**src/hw/rtl/rabc_pkg.sv**
```systemverilog
`timescale 1ns / 1ps
`default_nettype none

package rabc_pkg;

  localparam int MAX_DIM   = 1024;
  localparam int POS_W     = $clog2(MAX_DIM);
  localparam int DIM_W     = 11;
  localparam int CFG_IDX_W = 2;
  localparam int OUT_DEPTH = 4;

  localparam logic [DIM_W-1:0]     DIM_RESET        = DIM_W'(64);
  localparam logic [15:0]          KEY_COLOUR       = 16'h07E0;
  localparam logic [CFG_IDX_W-1:0] CFG_FRAME_WIDTH  = CFG_IDX_W'(0);
  localparam logic [CFG_IDX_W-1:0] CFG_FRAME_HEIGHT = CFG_IDX_W'(1);

  localparam logic RESULT_PIXEL = 1'b0;
  localparam logic RESULT_BOX   = 1'b1;

  typedef struct packed {
    logic              kind;
    logic              last;
    logic              box_empty;
    logic [DIM_W-1:0]  box_height;
    logic [DIM_W-1:0]  box_width;
    logic [POS_W-1:0]  box_top;
    logic [POS_W-1:0]  box_left;
    logic [7:0]        opacity;
    logic [15:0]       pixel;
  } result_t;

  // Largest position on a line or in a frame for a configured size, with a
  // size of zero taken as one and anything above the maximum saturated.
  function automatic logic [POS_W-1:0] last_pos(input logic [DIM_W-1:0] dim);
    logic [POS_W-1:0] r;
    if (dim == '0) begin
      r = '0;
    end else if (dim > DIM_W'(MAX_DIM)) begin
      r = POS_W'(MAX_DIM - 1);
    end else begin
      r = POS_W'(dim - DIM_W'(1));
    end
    return r;
  endfunction

endpackage

`default_nettype wire

```
**src/hw/rtl/rabc_result_fifo.sv**
```systemverilog
`timescale 1ns / 1ps
`default_nettype none

module rabc_result_fifo
  import rabc_pkg::*;
(
  input  wire logic    clk,
  input  wire logic    rst,
  input  wire logic    wr_en,
  input  wire logic    wr_two,
  input  wire result_t wr_a,
  input  wire result_t wr_b,
  output logic         has_room,
  output logic         rd_valid,
  output result_t      rd_data,
  input  wire logic    rd_ready
);

  localparam int PTR_W = $clog2(OUT_DEPTH);
  localparam int CNT_W = $clog2(OUT_DEPTH + 1);

  result_t           mem [OUT_DEPTH];
  logic [PTR_W-1:0]  head;
  logic [PTR_W-1:0]  tail;
  logic [CNT_W-1:0]  count;
  logic [CNT_W-1:0]  count_next;
  logic [CNT_W-1:0]  push_n;
  logic              pop;

  assign pop      = rd_valid && rd_ready;
  assign push_n   = wr_en ? (wr_two ? CNT_W'(2) : CNT_W'(1)) : '0;
  assign count_next = count + push_n - (pop ? CNT_W'(1) : '0);
  assign rd_valid = (count != '0);
  assign rd_data  = mem[head];
  assign has_room = (count <= CNT_W'(OUT_DEPTH - 2));

  always_ff @(posedge clk) begin
    if (rst) begin
      head  <= '0;
      tail  <= '0;
      count <= '0;
    end else begin
      count <= count_next;
      if (pop) begin
        head <= head + PTR_W'(1);
      end
      if (wr_en) begin
        tail <= tail + push_n[PTR_W-1:0];
      end
    end
  end

  always_ff @(posedge clk) begin
    if (wr_en) begin
      mem[tail] <= wr_a;
      if (wr_two) begin
        mem[tail + PTR_W'(1)] <= wr_b;
      end
    end
  end

`ifndef SYNTHESIS
  a_count_bound: assert property (@(posedge clk) disable iff (rst)
    count <= CNT_W'(OUT_DEPTH))
    else $error("result queue overfilled");

  a_no_push_when_full: assert property (@(posedge clk) disable iff (rst)
    wr_en |-> (count <= CNT_W'(OUT_DEPTH - 2)))
    else $error("result pushed without room");

  a_count_track: assert property (@(posedge clk) disable iff (rst)
    (wr_en && !pop) |=> (count == $past(count) + $past(push_n)))
    else $error("result queue fill count wrong");
`endif

endmodule

`default_nettype wire

```
**src/hw/rtl/rgb565_alpha_bbox_converter.sv**
```systemverilog
`timescale 1ns / 1ps
`default_nettype none

// Channel   Dir  Handshake                       Payload
// s_axis    in   s_axis_tvalid / s_axis_tready   RGBA8888 pixel
// m_axis    out  m_axis_tvalid / m_axis_tready   pixel or box word
// cfg       in   cfg_valid / cfg_ready           register index, size
//
// One pixel is accepted per cycle while the result queue has room; its results are in the queue the cycle after.
// The last pixel of a frame yields two words (pixel, then box), so the
// input can stall at the end of a frame even when the output flows.
// The four-entry result queue sets this: input is taken while two places
// are free. Reset is synchronous and restores the 64 by 64 frame size.
// The configuration channel is always ready.

module rgb565_alpha_bbox_converter
  import rabc_pkg::*;
(
  input  wire logic                 clk,
  input  wire logic                 rst,
  input  wire logic                 s_axis_tvalid,
  output logic                      s_axis_tready,
  // red [7:0], green [15:8], blue [23:16], opacity [31:24]
  input  wire logic [31:0]          s_axis_tdata,
  output logic                      m_axis_tvalid,
  input  wire logic                 m_axis_tready,
  // pixel_565 [15:0], opacity_out [23:16], box_left [33:24], box_top [43:34],
  // box_width [54:44], box_height [65:55], box_empty [66], zeros above
  output logic [71:0]               m_axis_tdata,
  // result_kind
  output logic                      m_axis_tuser,
  output logic                      m_axis_tlast,
  input  wire logic                 cfg_valid,
  output logic                      cfg_ready,
  input  wire logic [CFG_IDX_W-1:0] cfg_index,
  input  wire logic [DIM_W-1:0]     cfg_data
);

  logic [DIM_W-1:0] frame_width;
  logic [DIM_W-1:0] frame_height;
  logic [POS_W-1:0] column_count;
  logic [POS_W-1:0] line_count;
  logic [POS_W-1:0] min_column;
  logic [POS_W-1:0] max_column;
  logic [POS_W-1:0] min_line;
  logic [POS_W-1:0] max_line;
  logic             any_visible;

  logic [POS_W-1:0] min_column_next;
  logic [POS_W-1:0] max_column_next;
  logic [POS_W-1:0] min_line_next;
  logic [POS_W-1:0] max_line_next;
  logic             any_visible_next;

  logic       accept;
  logic       visible;
  logic       line_end;
  logic       frame_end;
  logic [7:0] red;
  logic [7:0] green;
  logic [7:0] blue;
  logic [7:0] opacity;
  logic       fifo_room;

  result_t pixel_res;
  result_t box_res;
  result_t out_res;

  assign red     = s_axis_tdata[7:0];
  assign green   = s_axis_tdata[15:8];
  assign blue    = s_axis_tdata[23:16];
  assign opacity = s_axis_tdata[31:24];

  assign s_axis_tready = fifo_room;
  assign accept        = s_axis_tvalid && s_axis_tready;
  assign cfg_ready     = 1'b1;

  assign visible   = (opacity != 8'd0);
  assign line_end  = (column_count >= last_pos(frame_width));
  assign frame_end = line_end && (line_count >= last_pos(frame_height));

  always_comb begin
    min_column_next  = min_column;
    max_column_next  = max_column;
    min_line_next    = min_line;
    max_line_next    = max_line;
    if (visible) begin
      if (!any_visible || column_count < min_column) begin
        min_column_next = column_count;
      end
      if (!any_visible || column_count > max_column) begin
        max_column_next = column_count;
      end
      if (!any_visible || line_count < min_line) begin
        min_line_next = line_count;
      end
      if (!any_visible || line_count > max_line) begin
        max_line_next = line_count;
      end
    end
    any_visible_next = any_visible || visible;
  end

  always_comb begin
    pixel_res         = '0;
    pixel_res.kind    = RESULT_PIXEL;
    pixel_res.opacity = opacity;
    pixel_res.pixel   = visible ? {red[7:3], green[7:2], blue[7:3]} : KEY_COLOUR;

    box_res      = '0;
    box_res.kind = RESULT_BOX;
    box_res.last = 1'b1;
    if (any_visible_next) begin
      box_res.box_left   = min_column_next;
      box_res.box_top    = min_line_next;
      box_res.box_width  = DIM_W'(max_column_next) - DIM_W'(min_column_next)
                           + DIM_W'(1);
      box_res.box_height = DIM_W'(max_line_next) - DIM_W'(min_line_next)
                           + DIM_W'(1);
    end else begin
      box_res.box_empty = 1'b1;
    end
  end

  always_ff @(posedge clk) begin
    if (rst) begin
      frame_width  <= DIM_RESET;
      frame_height <= DIM_RESET;
    end else if (cfg_valid && cfg_ready) begin
      if (cfg_index == CFG_FRAME_WIDTH) begin
        frame_width <= cfg_data;
      end else if (cfg_index == CFG_FRAME_HEIGHT) begin
        frame_height <= cfg_data;
      end
    end
  end

  always_ff @(posedge clk) begin
    if (rst) begin
      column_count <= '0;
      line_count   <= '0;
      min_column   <= '1;
      max_column   <= '0;
      min_line     <= '1;
      max_line     <= '0;
      any_visible  <= 1'b0;
    end else if (accept) begin
      if (frame_end) begin
        column_count <= '0;
        line_count   <= '0;
        min_column   <= '1;
        max_column   <= '0;
        min_line     <= '1;
        max_line     <= '0;
        any_visible  <= 1'b0;
      end else begin
        min_column  <= min_column_next;
        max_column  <= max_column_next;
        min_line    <= min_line_next;
        max_line    <= max_line_next;
        any_visible <= any_visible_next;
        if (line_end) begin
          column_count <= '0;
          line_count   <= line_count + POS_W'(1);
        end else begin
          column_count <= column_count + POS_W'(1);
        end
      end
    end
  end

  rabc_result_fifo u_result_fifo (
    .clk      (clk),
    .rst      (rst),
    .wr_en    (accept),
    .wr_two   (frame_end),
    .wr_a     (pixel_res),
    .wr_b     (box_res),
    .has_room (fifo_room),
    .rd_valid (m_axis_tvalid),
    .rd_data  (out_res),
    .rd_ready (m_axis_tready)
  );

  assign m_axis_tuser = out_res.kind;
  assign m_axis_tlast = out_res.last;
  assign m_axis_tdata = {5'b0, out_res.box_empty, out_res.box_height, out_res.box_width,
                         out_res.box_top, out_res.box_left, out_res.opacity,
                         out_res.pixel};

`ifndef SYNTHESIS
  a_clear_box_when_none: assert property (@(posedge clk) disable iff (rst)
    !any_visible |-> (min_column == '1 && max_column == '0
                      && min_line == '1 && max_line == '0))
    else $error("box state not clear while no pixel is visible");

  a_box_ordered: assert property (@(posedge clk) disable iff (rst)
    any_visible |-> (min_column <= max_column && min_line <= max_line))
    else $error("box bounds out of order");

  a_result_follows: assert property (@(posedge clk) disable iff (rst)
    accept |=> m_axis_tvalid)
    else $error("accepted pixel produced no result word");

  a_frame_restart: assert property (@(posedge clk) disable iff (rst)
    (accept && frame_end) |=> (column_count == '0 && line_count == '0 && !any_visible))
    else $error("frame state not restarted after frame end");
`endif

endmodule

`default_nettype wire

```
**config.mk**
```make
export PLATFORM = sky130hd
export DESIGN_NAME = rgb565_alpha_bbox_converter
export DESIGN_NICKNAME = d
export VERILOG_FILES = /design/src/hw/rtl/rabc_pkg.sv /design/src/hw/rtl/rabc_result_fifo.sv /design/src/hw/rtl/rgb565_alpha_bbox_converter.sv
export SDC_FILE = /design/constraint.sdc
export NUM_CORES = 1
export LEC_CHECK = 0
export BUFFER_PORTS_ARGS = -buffer_cell sky130_fd_sc_hd__buf_4
export CAP_MARGIN = 20
export CORE_MARGIN = 2
export CORE_UTILIZATION = 61
export CTS_CLUSTER_SIZE = 25
export DETAILED_ROUTE_END_ITERATION = 16
export GPL_TIMING_DRIVEN = 0
export HOLD_SLACK_MARGIN = 0.08
export PLACE_DENSITY = 0.89
export SLEW_MARGIN = 40
export SYNTH_ARGS = -nofsm -noshare
export SYNTH_HDL_FRONTEND = slang
export SYNTH_SLANG_ARGS = --single-unit
```
**constraint.sdc**
```tcl
create_clock -name clk -period 6.2 [get_ports clk]
set_clock_uncertainty 0.1 [all_clocks]
set_input_delay 0.93 -clock clk [delete_from_list [all_inputs] [get_ports clk]]
set_output_delay 0.93 -clock clk [all_outputs]
set_load 0.02 [all_outputs]
```
==> flow_summary_export.csv, run 1 <==
group,metric,value,unit
run_status,status,"finished clean",
clock_tree,postCtsSetupRepairBufs,0,
synthesis,synth.most_common_cell,"nor2_1",
power_and_ir_drop,power_leakage,8.45,nW
drt,wirelength,47200,µm
placed_design,placed_cell_area,0.0199,mm²
clock_tree,h-tree-depth,2,
run,maxCapViolCount,0,
setup_path,cpMaxStageDelayCell,"dfxtp_1",
clock_tree,cts.sinks,364,
drt,drc,0,
setup_path,cp-start-kind,"register",
placed_design,dp_hpwl,32900,µm
synthesis,ys_top_cells_by_count,"nor2_1 (402), dfxtp_1 (192), edfxtp_1 (172), nand2_1 (151), a21oi_1 (126)",
placed_design,io_buffers,112,
setup_path,reg2reg_depth,19,
synthesis,synthTopCellsByArea,"edfxtp_1 (28%), dfxtp_1 (21%), mux4_2 (8.3%), nor2_1 (8.2%), ha_1 (7.1%)",
die,dieWidth,178,µm
timing,whs,0.359,ns
timing,maxSlewViolCount,0,
synthesis,yosys.area.top_type,"edfxtp_1",
drt,drt_iter0_markers,1572,
clock_tree,cts_inserted_buffers,38,
clock_tree,clock_latency,0.52,ns
drt,dr_total_vias,14300,
synthesis,ys.flop_type,"dfxtp_1",
synthesis,synthDistinctLibCells,71,
global_routing,grt_max_degree,35,
die,core_area,0.0297,mm²
global_routing,antenna_found_initial,0,
global_routing,grt_pass1_wl,74400,µm
timing,tns,0,ns
synthesis,syn_area_per_cell,10.5,µm²
setup_path,cp_top_family,"compound AO/OA/AOI/OAI gates",
cells_and_area,syn2layout_area_growth,14.4,%
setup_path,regToRegEndpoint,"u_result_fifo.mem[3][53]",
timing,timing.final.crit_share,0.880,
cells_and_area,antennaDiodeCount,0,
clock_tree,post_cts_resize_count,0,
power_and_ir_drop,power,7.57,mW
cells_and_area,design_area,0.0211,mm²
clock_tree,holdBufCountCts,0,
drt,firstDrtPassIters,5,
setup_path,worstPathRequired,6.37,ns
setup_path,cp.arrival,5.63,ns
synthesis,ys_warn_count,0,
drt,vias_per_cell,6.13,
setup_path,crit_buf_inv,3,
clock_tree,clock-root-buffer,"clkbuf_16",
cells_and_area,nNetsFinal,2077,
worst_hold_path,hold_path_depth,2,
setup_path,critPathMaxStageDelay,0.60,ns
die,pin_count,127,
timing,tightest_slew,0.887,ns
cells_and_area,final_cells,2335,
drt,wl_per_cell,20.2,µm
synthesis,synth-seq-cells,364,
setup_path,worstPathMaxFanout,10,
cells_and_area,final_layout_size_suffix_gt1_frac,0.181,
drt,ant_nets,0,
setup_path,cp_cell_sequence,"ha_1, a21o_1, a211oi_1, o21ai_2, a31oi_2, buf_6, mux2i_4, inv_1, ha_1, inv_1, ha_1, fa_1, a21o_1, a21oi_1, o21ai_0, or4_1, o21ai_0, xor2_1, nor2_1",
synthesis,synth-async-reset-ratio,0,
worst_hold_path,hold_end,"u_result_fifo.mem[2][23]",
synthesis,syn-instance-count,1759,
setup_path,critPathKind,"reg2reg",
synthesis,seq_area_frac_synth,0.489,
placed_design,dpl.cell_count,2270,
synthesis,synth_enable_flop_cells,172,
worst_hold_path,hp-start,"u_result_fifo.mem[2][23]",
global_routing,grt_pass1_vias,14600,
synthesis,synth_top_area_frac,0.280,
timing,rsz0062_at_grt,"no",
timing,setup_viol_count_final,0,
setup_path,reg2reg_from,"column_count[7]",
die,initial_core_util,0.620,
power_and_ir_drop,vdd.ir_drop.worst,0.211,mV
global_routing,overflow,0,
setup_path,crit_top_cell,"ha_1",
worst_hold_path,hold_path_class,"reg2reg",
die,die_area,0.0316,mm²
timing,fmax,183,MHz
clock_tree,cts_tree,"built",
die,fp.dieH,178,µm
timing,slew-limit-headroom,0.408,
setup_path,r2r_slack,0.75,ns
clock_tree,clk_pin_slew,0.06,ns
global_routing,grt_usage,0.301,
placed_design,place_congestion,0.937,
setup_path,critPathCaptureType,"register",
timing,finalHoldViolCount,0,
power_and_ir_drop,p_per_area,359,mW/mm²
timing,period_needed,5.45,ns
clock_tree,clk_path_buf_depth,3,
synthesis,synth_area,0.0184,mm²
die,rows,63,
-- area by class of cell --
| class | count | area [µm²] |
|---|---|---|
| Sequential cell | 364 | 9010 |
| Multi-Input combinational cell | 1222 | 8720 |
| Fill cell | 1927 | 8640 |
| Clock buffer | 49 | 1040 |
| Timing Repair Buffer | 117 | 928 |
| Buffer | 116 | 547 |
| Tap cell | 390 | 488 |
| Inverter | 61 | 229 |
| Clock inverter | 16 | 113 |
-- layout by cell type, fill, tap and decap left out, types with 8 or more instances in the layout --
cell,count
mux2_2,10
nand3_1,16
mux4_2,68
a21oi_1,125
clkinv_2,8
mux2i_1,33
a21oi_2,9
a211oi_1,35
o32ai_2,9
nand2b_1,19
o21ai_0,28
xor2_1,31
inv_1,61
edfxtp_1,172
nand2_1,147
ha_1,104
mux2i_4,8
buf_4,124
nor3_1,8
a21o_1,13
dfxtp_1,192
clkbuf_1,74
buf_2,21
a32oi_1,20
nand4_1,11
nor2_1,402
xnor2_1,19
clkbuf_16,38
nor2b_1,12
-- how the worst max path moves through the flow --
stage	depth (start not counted)	endpoint	slack (ns)	start
after floorplan	19	u_result_fifo.mem[0][53]	1.23	s_axis_tdata[28]
after global placement	17	u_result_fifo.mem[3][24]	0.01	frame_height[2]
after detailed placement	18	u_result_fifo.mem[2][64]	0.46	s_axis_tdata[24]
after CTS	19	u_result_fifo.mem[3][53]	0.87	column_count[7]
after global routing	19	u_result_fifo.mem[3][53]	0.52	column_count[7]
final	19	u_result_fifo.mem[3][53]	0.75	column_count[7]
-- power by group --
| group | switching [mW] | internal, mW | total (mW) | leakage [nW] |
|---|---|---|---|---|
| logic | 1.29 | 1.02 | 2.31 | 4.40 |
| clock network | 0.930 | 1.23 | 2.15 | 0.572 |
| registers | 0.208 | 2.90 | 3.11 | 3.47 |
-- state kept, by name, summed over array words and instances (netlist names), named ones only --
name / cells
any_visible: 1
column_count: 10
frame_height: 11
frame_width: 11
line_count: 10
max_column: 10
max_line: 10
min_column: 10
min_line: 10
u_result_fifo.count: 3
u_result_fifo.head: 2
u_result_fifo.mem: 272
u_result_fifo.tail: 2
-- layer usage --
metal  GRT usage  wire length (µm)  vias up
li1            -                 -     6521
met1       0.380             17500     6869
met2       0.515             23400      786
met3      0.0493              4480      140
met4       0.129              1790        0
met5           0                 0        -
-- stage by stage --
stage | worst slack [ns] | utilization
finish | 0.746 | 0.709
global route | 0.523 | 0.709
CTS | 0.865 | 0.708
detailed placement | 0.457 | 0.669
global placement | 0.0137 | 0.665
floorplan | 1.23 | -
-- tightest hold or removal path: cells and delay by family, from the launching register on --
family | cells | cell delay, ns
and+or+nand+nor | 1 | 0.05
AOI/OAI and AO/OA | 1 | 0.06
DFF | 1 | 0.31
-- kinds of logic after synthesis --
| family | synth area share |
|---|---|
| DFF | 0.489 |
| and+or+nand+nor | 0.157 |
| AOI/OAI and AO/OA | 0.0963 |
| other | 0.000408 |
| muxes | 0.117 |
| buffers and inverters | 0.0417 |
| xor gates and xnor gates | 0.0238 |
| adders and majority gates | 0.0744 |
Power figures use the tool's default switching activity.
==> inputs of run 2 (changes only) <==
- CAP_MARGIN: 20 -> not set
- CORE_UTILIZATION: 61 -> 66
- PLACE_DENSITY: 0.89 -> 0.95
- clock period: 6.2 -> 6.77 ns (I/O delays scaled with it)
==> flow_summary_export.csv, run 2 (same netlist as run 1, synthesis figures left out) <==
group,metric,value,unit
timing,tns,0,ns
clock_tree,clk_pin_slew,0.06,ns
drt,ant_nets,0,
setup_path,critPathMaxStageDelay,0.60,ns
cells_and_area,final_layout_size_suffix_gt1_frac,0.181,
cells_and_area,reg_top3,"u_result_fifo.mem: 272 flops, frame_height: 11 flops, frame_width: 11 flops",
global_routing,grt_pass1_vias,15000,
setup_path,worstPathMaxFanout,10,
setup_path,crit_top_cell,"ha_1",
cells_and_area,syn2layout_area_growth,14.4,%
clock_tree,cts_inserted_buffers,38,
cells_and_area,layout_common_cells,"nor2_1 (402), dfxtp_1 (192), edfxtp_1 (172)",
global_routing,grt_max_degree,32,
die,core_area,0.0276,mm²
run_status,status,"finished clean",
clock_tree,clock_latency,0.54,ns
cells_and_area,regMostFlops,"u_result_fifo.mem",
clock_tree,clk_path_buf_depth,3,
setup_path,worstPathRequired,6.95,ns
worst_hold_path,hold_path_class,"reg2reg",
die,rows,61,
die,fp.dieH,171,µm
global_routing,grt_usage,0.343,
setup_path,critPathKind,"reg2reg",
power_and_ir_drop,p_clk_frac,0.286,
die,die_area,0.0293,mm²
drt,dr_total_vias,15000,
timing,setup_viol_count_final,0,
power_and_ir_drop,vdd.ir_drop.worst,0.260,mV
run,maxCapViolCount,0,
power_and_ir_drop,seqPwrFrac,0.407,
cells_and_area,final_core_util,0.763,
timing,period_needed,5.56,ns
global_routing,antenna_found_initial,0,
drt,maxUsedRoutingLayer,"met4",
drt,firstDrtPassIters,8,
clock_tree,cts_tree,"built",
timing,maxSlewViolCount,0,
placed_design,place_congestion,0.939,
die,initial_core_util,0.667,
die,dieWidth,171,µm
clock_tree,h-tree-depth,2,
cells_and_area,largest_reg_flops,272,
drt,wl_met2,24700,µm
drt,wirelength,50500,µm
cells_and_area,final_common_cell,"nor2_1",
clock_tree,post_cts_resize_count,0,
drt,wl_per_cell,21.7,µm
power_and_ir_drop,p_per_area,333,mW/mm²
timing,finalHoldViolCount,0,
timing,fmax,180,MHz
cells_and_area,fill_cells,1622,
power_and_ir_drop,p_switching,2.29,mW
global_routing,grt_pass1_wl,78000,µm
global_routing,overflow,0,
power_and_ir_drop,swShare,0.327,
clock_tree,cts.sinks,364,
cells_and_area,nNetsFinal,2076,
die,pin_count,127,
drt,drc,0,
drt,vias_per_cell,6.43,
cells_and_area,antennaDiodeCount,0,
timing,timing.final.crit_share,0.822,
timing,tightest_slew,0.892,ns
placed_design,io_buffers,112,
setup_path,cp.arrival,5.74,ns
power_and_ir_drop,power,7.03,mW
drt,drt-met1-wl,18200,µm
clock_tree,postCtsSetupRepairBufs,0,
drt,drt_iter0_markers,1776,
setup_path,cp_cell_sequence,"ha_1, a21o_1, a211oi_1, o21ai_2, a31oi_2, buf_6, mux2i_4, inv_1, ha_1, inv_1, ha_1, fa_1, a21o_1, a21oi_1, o21ai_0, or4_1, o21ai_0, xor2_1, nor2_1",
drt,route.met3.wl,5190,µm
timing,slew-limit-headroom,0.406,
setup_path,cp-start-kind,"register",
power_and_ir_drop,comb_power_share,0.307,
timing,rsz0062_at_grt,"no",
power_and_ir_drop,power_leakage,8.45,nW
power_and_ir_drop,p_int,4.73,mW
clock_tree,clock-root-buffer,"clkbuf_16",
clock_tree,holdBufCountCts,0,
setup_path,critPathCaptureType,"register",
placed_design,dp_hpwl,34300,µm
setup_path,cpMaxStageDelayCell,"dfxtp_1",
run 2: power by group through the flow:
| stage | Combinational, mW | Clock (mW) | Sequential, mW |
|---|---|---|---|
| after CTS | 2.13 | 2.00 | 2.84 |
| after detailed placement | 2.10 | 0 | 2.88 |
| final | 2.16 | 2.01 | 2.86 |
| after global routing | 2.29 | 2.08 | 2.88 |
| after floorplan | 1.41 | 0 | 2.82 |
| after global placement | 1.99 | 0 | 2.85 |
run 2: routing by layer:
layer / vias to the layer above / global-route usage
met1: 7125 / 0.423
met2: 1062 / 0.583
li1: 6516 / -
met3: 247 / 0.0638
met4: 0 / 0.165
met5: - / 0
run 2: final timing paths:
check,slack (ns),cells past startpoint,from,end
setup / recovery,1.21,19,column_count[7],u_result_fifo.mem[1][53]
hold reg to reg,0.36,2,u_result_fifo.mem[1][67],u_result_fifo.mem[1][67]
hold / removal,0.36,2,u_result_fifo.mem[1][67],u_result_fifo.mem[1][67]
setup reg to reg,1.21,19,column_count[7],u_result_fifo.mem[1][53]
run 2: cell type report:
cell class,count,area [µm²],share of cell area
buffer,116,548,0.0260
clock buffer,54,1060,0.0504
clock inverter,14,121,0.00576
inverter,61,229,0.0109
multi-input combinational,1222,8720,0.414
sequential,364,9010,0.427
tap,378,473,0.0224
timing repair buffer,116,921,0.0437
run 2: metrics by stage:
| stage | instances | instance area, µm² | worst slack, ns | hold slack, ns |
|---|---|---|---|---|
| after floorplan | 1763 | 18400 | 1.72 | 0.318 |
| after global placement | 2253 | 19800 | 0.603 | 0.330 |
| after detailed placement | 2257 | 19900 | 0.996 | 0.347 |
| after CTS | 2325 | 21100 | 1.34 | 0.355 |
| after global routing | 2325 | 21100 | 1.07 | 0.367 |
| final | 2325 | 21100 | 1.21 | 0.360 |
run 2: critical path: cells and delay by family (launching register included):
| family | cells | cell delay (ns) |
|---|---|---|
| AOI/OAI and AO/OA | 8 | 1.64 |
| adders and majority gates | 4 | 1.26 |
| DFF | 1 | 0.60 |
| and+or+nand+nor | 2 | 0.52 |
| buffers and inverters | 3 | 0.45 |
| xor gates and xnor gates | 1 | 0.41 |
| muxes | 1 | 0.34 |
==> inputs of run 3 (changes only) <==
- CORE_UTILIZATION: 66 -> 61
- PLACE_DENSITY: 0.95 -> 0.89
- clock period: 6.77 -> 5.49 ns (I/O delays scaled with it)
==> flow_summary_export.csv, run 3 (same netlist as run 1, synthesis figures left out) <==
group,metric,value,unit
timing,tightest_slew,0.881,ns
global_routing,grt_pass1_wl,74400,µm
die,rows,63,
setup_path,crit_path_end,"u_result_fifo.mem[0][64]",
placed_design,io_buffers,112,
cells_and_area,final_common_cell,"nor2_1",
worst_hold_path,hold_path_class,"reg2reg",
clock_tree,holdBufCountCts,0,
power_and_ir_drop,p_per_area,406,mW/mm²
run,maxCapViolCount,0,
drt,vias_per_cell,6.17,
cells_and_area,nNetsFinal,2077,
setup_path,worstPathRequired,5.66,ns
timing,rsz0062_at_grt,"yes",
setup_path,critPathCaptureType,"register",
timing,timing.final.crit_share,0.957,
clock_tree,clock-root-buffer,"clkbuf_16",
clock_tree,cts_tree,"built",
die,pin_count,127,
setup_path,worstPathMaxFanout,10,
timing,maxSlewViolCount,0,
placed_design,dp_hpwl,32900,µm
cells_and_area,layout_common_cells,"nor2_1 (402), dfxtp_1 (188), edfxtp_1 (172)",
setup_path,startpoint,"s_axis_tdata[24]",
global_routing,grt_pass1_vias,14600,
clock_tree,clk_path_buf_depth,3,
placed_design,dp_slack,-0.146,ns
cells_and_area,final_layout_size_suffix_gt1_frac,0.183,
cells_and_area,antennaDiodeCount,0,
setup_path,cp_cell_sequence,"buf_4, or4_1, nor2_1, a211oi_1, o21ai_1, buf_4, mux2i_1, ha_1, inv_1, ha_1, fa_1, a21o_1, a21oi_1, o21ai_0, or4_1, o21ai_0, xor2_1, nor2_1",
setup_path,critPathMaxStageDelay,0.59,ns
setup_path,critPathKind,"in2reg",
setup_path,reg2reg_depth,20,
setup_path,r2r_slack,0.24,ns
clock_tree,cts_inserted_buffers,38,
cells_and_area,syn2layout_area_growth,14.4,%
timing,fmax,190,MHz
cells_and_area,largest_reg_flops,272,
cells_and_area,final_cells,2335,
cells_and_area,reg_top3,"u_result_fifo.mem: 272 flops, frame_height: 11 flops, frame_width: 11 flops",
drt,drt_iter0_markers,1511,
timing,finalWorstSetupSlack,0.237,ns
die,fp.dieH,178,µm
global_routing,grt_usage,0.301,
drt,wl_per_cell,20.3,µm
drt,ant_nets,0,
setup_path,reg2reg_from,"min_column[7]",
clock_tree,cts.sinks,364,
die,dieWidth,178,µm
timing,finalHoldViolCount,0,
run_status,status,"finished clean",
drt,firstDrtPassIters,7,
power_and_ir_drop,vdd.ir_drop.worst,0.237,mV
placed_design,place_congestion,0.937,
setup_path,regToRegEndpoint,"u_result_fifo.mem[3][53]",
placed_design,placed_cell_area,0.0199,mm²
die,initial_core_util,0.620,
setup_path,cp-start-kind,"input port",
clock_tree,h-tree-depth,2,
global_routing,grt_max_degree,35,
clock_tree,clk_pin_slew,0.06,ns
cells_and_area,design_area,0.0211,mm²
die,core_area,0.0297,mm²
worst_hold_path,hold_path_depth,2,
drt,dr_total_vias,14400,
drt,drc,0,
clock_tree,clock_latency,0.52,ns
setup_path,cpMaxStageDelayCell,"or4_1",
timing,slew-limit-headroom,0.412,
die,die_area,0.0316,mm²
timing,period_needed,5.25,ns
cells_and_area,regMostFlops,"u_result_fifo.mem",
placed_design,dpl.cell_count,2270,
cells_and_area,fill_cells,1924,
drt,wirelength,47500,µm
setup_path,cp.arrival,5.42,ns
global_routing,overflow,0,
timing,setup_viol_count_final,0,
global_routing,antenna_found_initial,0,
power_and_ir_drop,power_leakage,8.45,nW
==> run 3: repair_timing <==
action / 4_1_cts / 5_1_grt
resized for setup: 0 / 4
setup endpoints to repair: 0 / 8
buffers inserted: 0 / 0
==> run 3: worst min-delay path by stage <==
stage | from | end
global route | u_result_fifo.mem[0][17] | u_result_fifo.mem[0][17]
finish | u_result_fifo.mem[3][20] | u_result_fifo.mem[3][20]
CTS | u_result_fifo.mem[1][23] | u_result_fifo.mem[1][23]
detailed placement | u_result_fifo.mem[1][18] | u_result_fifo.mem[1][18]
floorplan | u_result_fifo.mem[1][67] | u_result_fifo.mem[1][67]
global placement | u_result_fifo.mem[0][67] | u_result_fifo.mem[0][67]
==> run 3: area by class of cell <==
type                    instances  area, µm²  area share
multi-input cells            1222       8720       0.414
clock buffers                  49       1040      0.0494
plain buffers                 116        547      0.0259
repair buffers                117        928      0.0440
inverters                      61        229      0.0109
well taps                     390        488      0.0231
flip-flops and latches        364       9010       0.428
clock inverters                16        113     0.00534
==> run 3: report_power, final <==
group | internal [mW] | switching, mW
logic | 1.15 | 1.45
registers | 3.27 | 0.236
clock network | 1.38 | 1.06
total | 5.81 | 2.75
==> run 3: critical path, delay by kind of cell <==
family,cells,cell delay (ns)
AND/OR/NAND/NOR,4,1.70
AO/OA/AOI/OAI,6,1.01
adder cells (fa/ha/maj),3,0.81
buffers and inverters,3,0.43
multiplexers,1,0.32
XOR/XNOR,1,0.31
==> run 3: per-layer routing <==
layer | wire length [µm] | GRT usage
met5 | 0 | 0
met4 | 1720 | 0.129
met3 | 4510 | 0.0493
met2 | 23600 | 0.515
met1 | 17600 | 0.380
==> run 3: per-stage QoR <==
step / hold slack [ns] / power [mW] / util / setup TNS, ns
after floorplan: 0.318 / 5.22 / - / 0
after global placement: 0.328 / 5.99 / 0.665 / -118.76
after detailed placement: 0.348 / 6.12 / 0.669 / -0.860
after CTS: 0.357 / 8.52 / 0.708 / 0
after global routing: 0.375 / 8.87 / 0.709 / -0.00872
final: 0.360 / 8.56 / 0.709 / 0
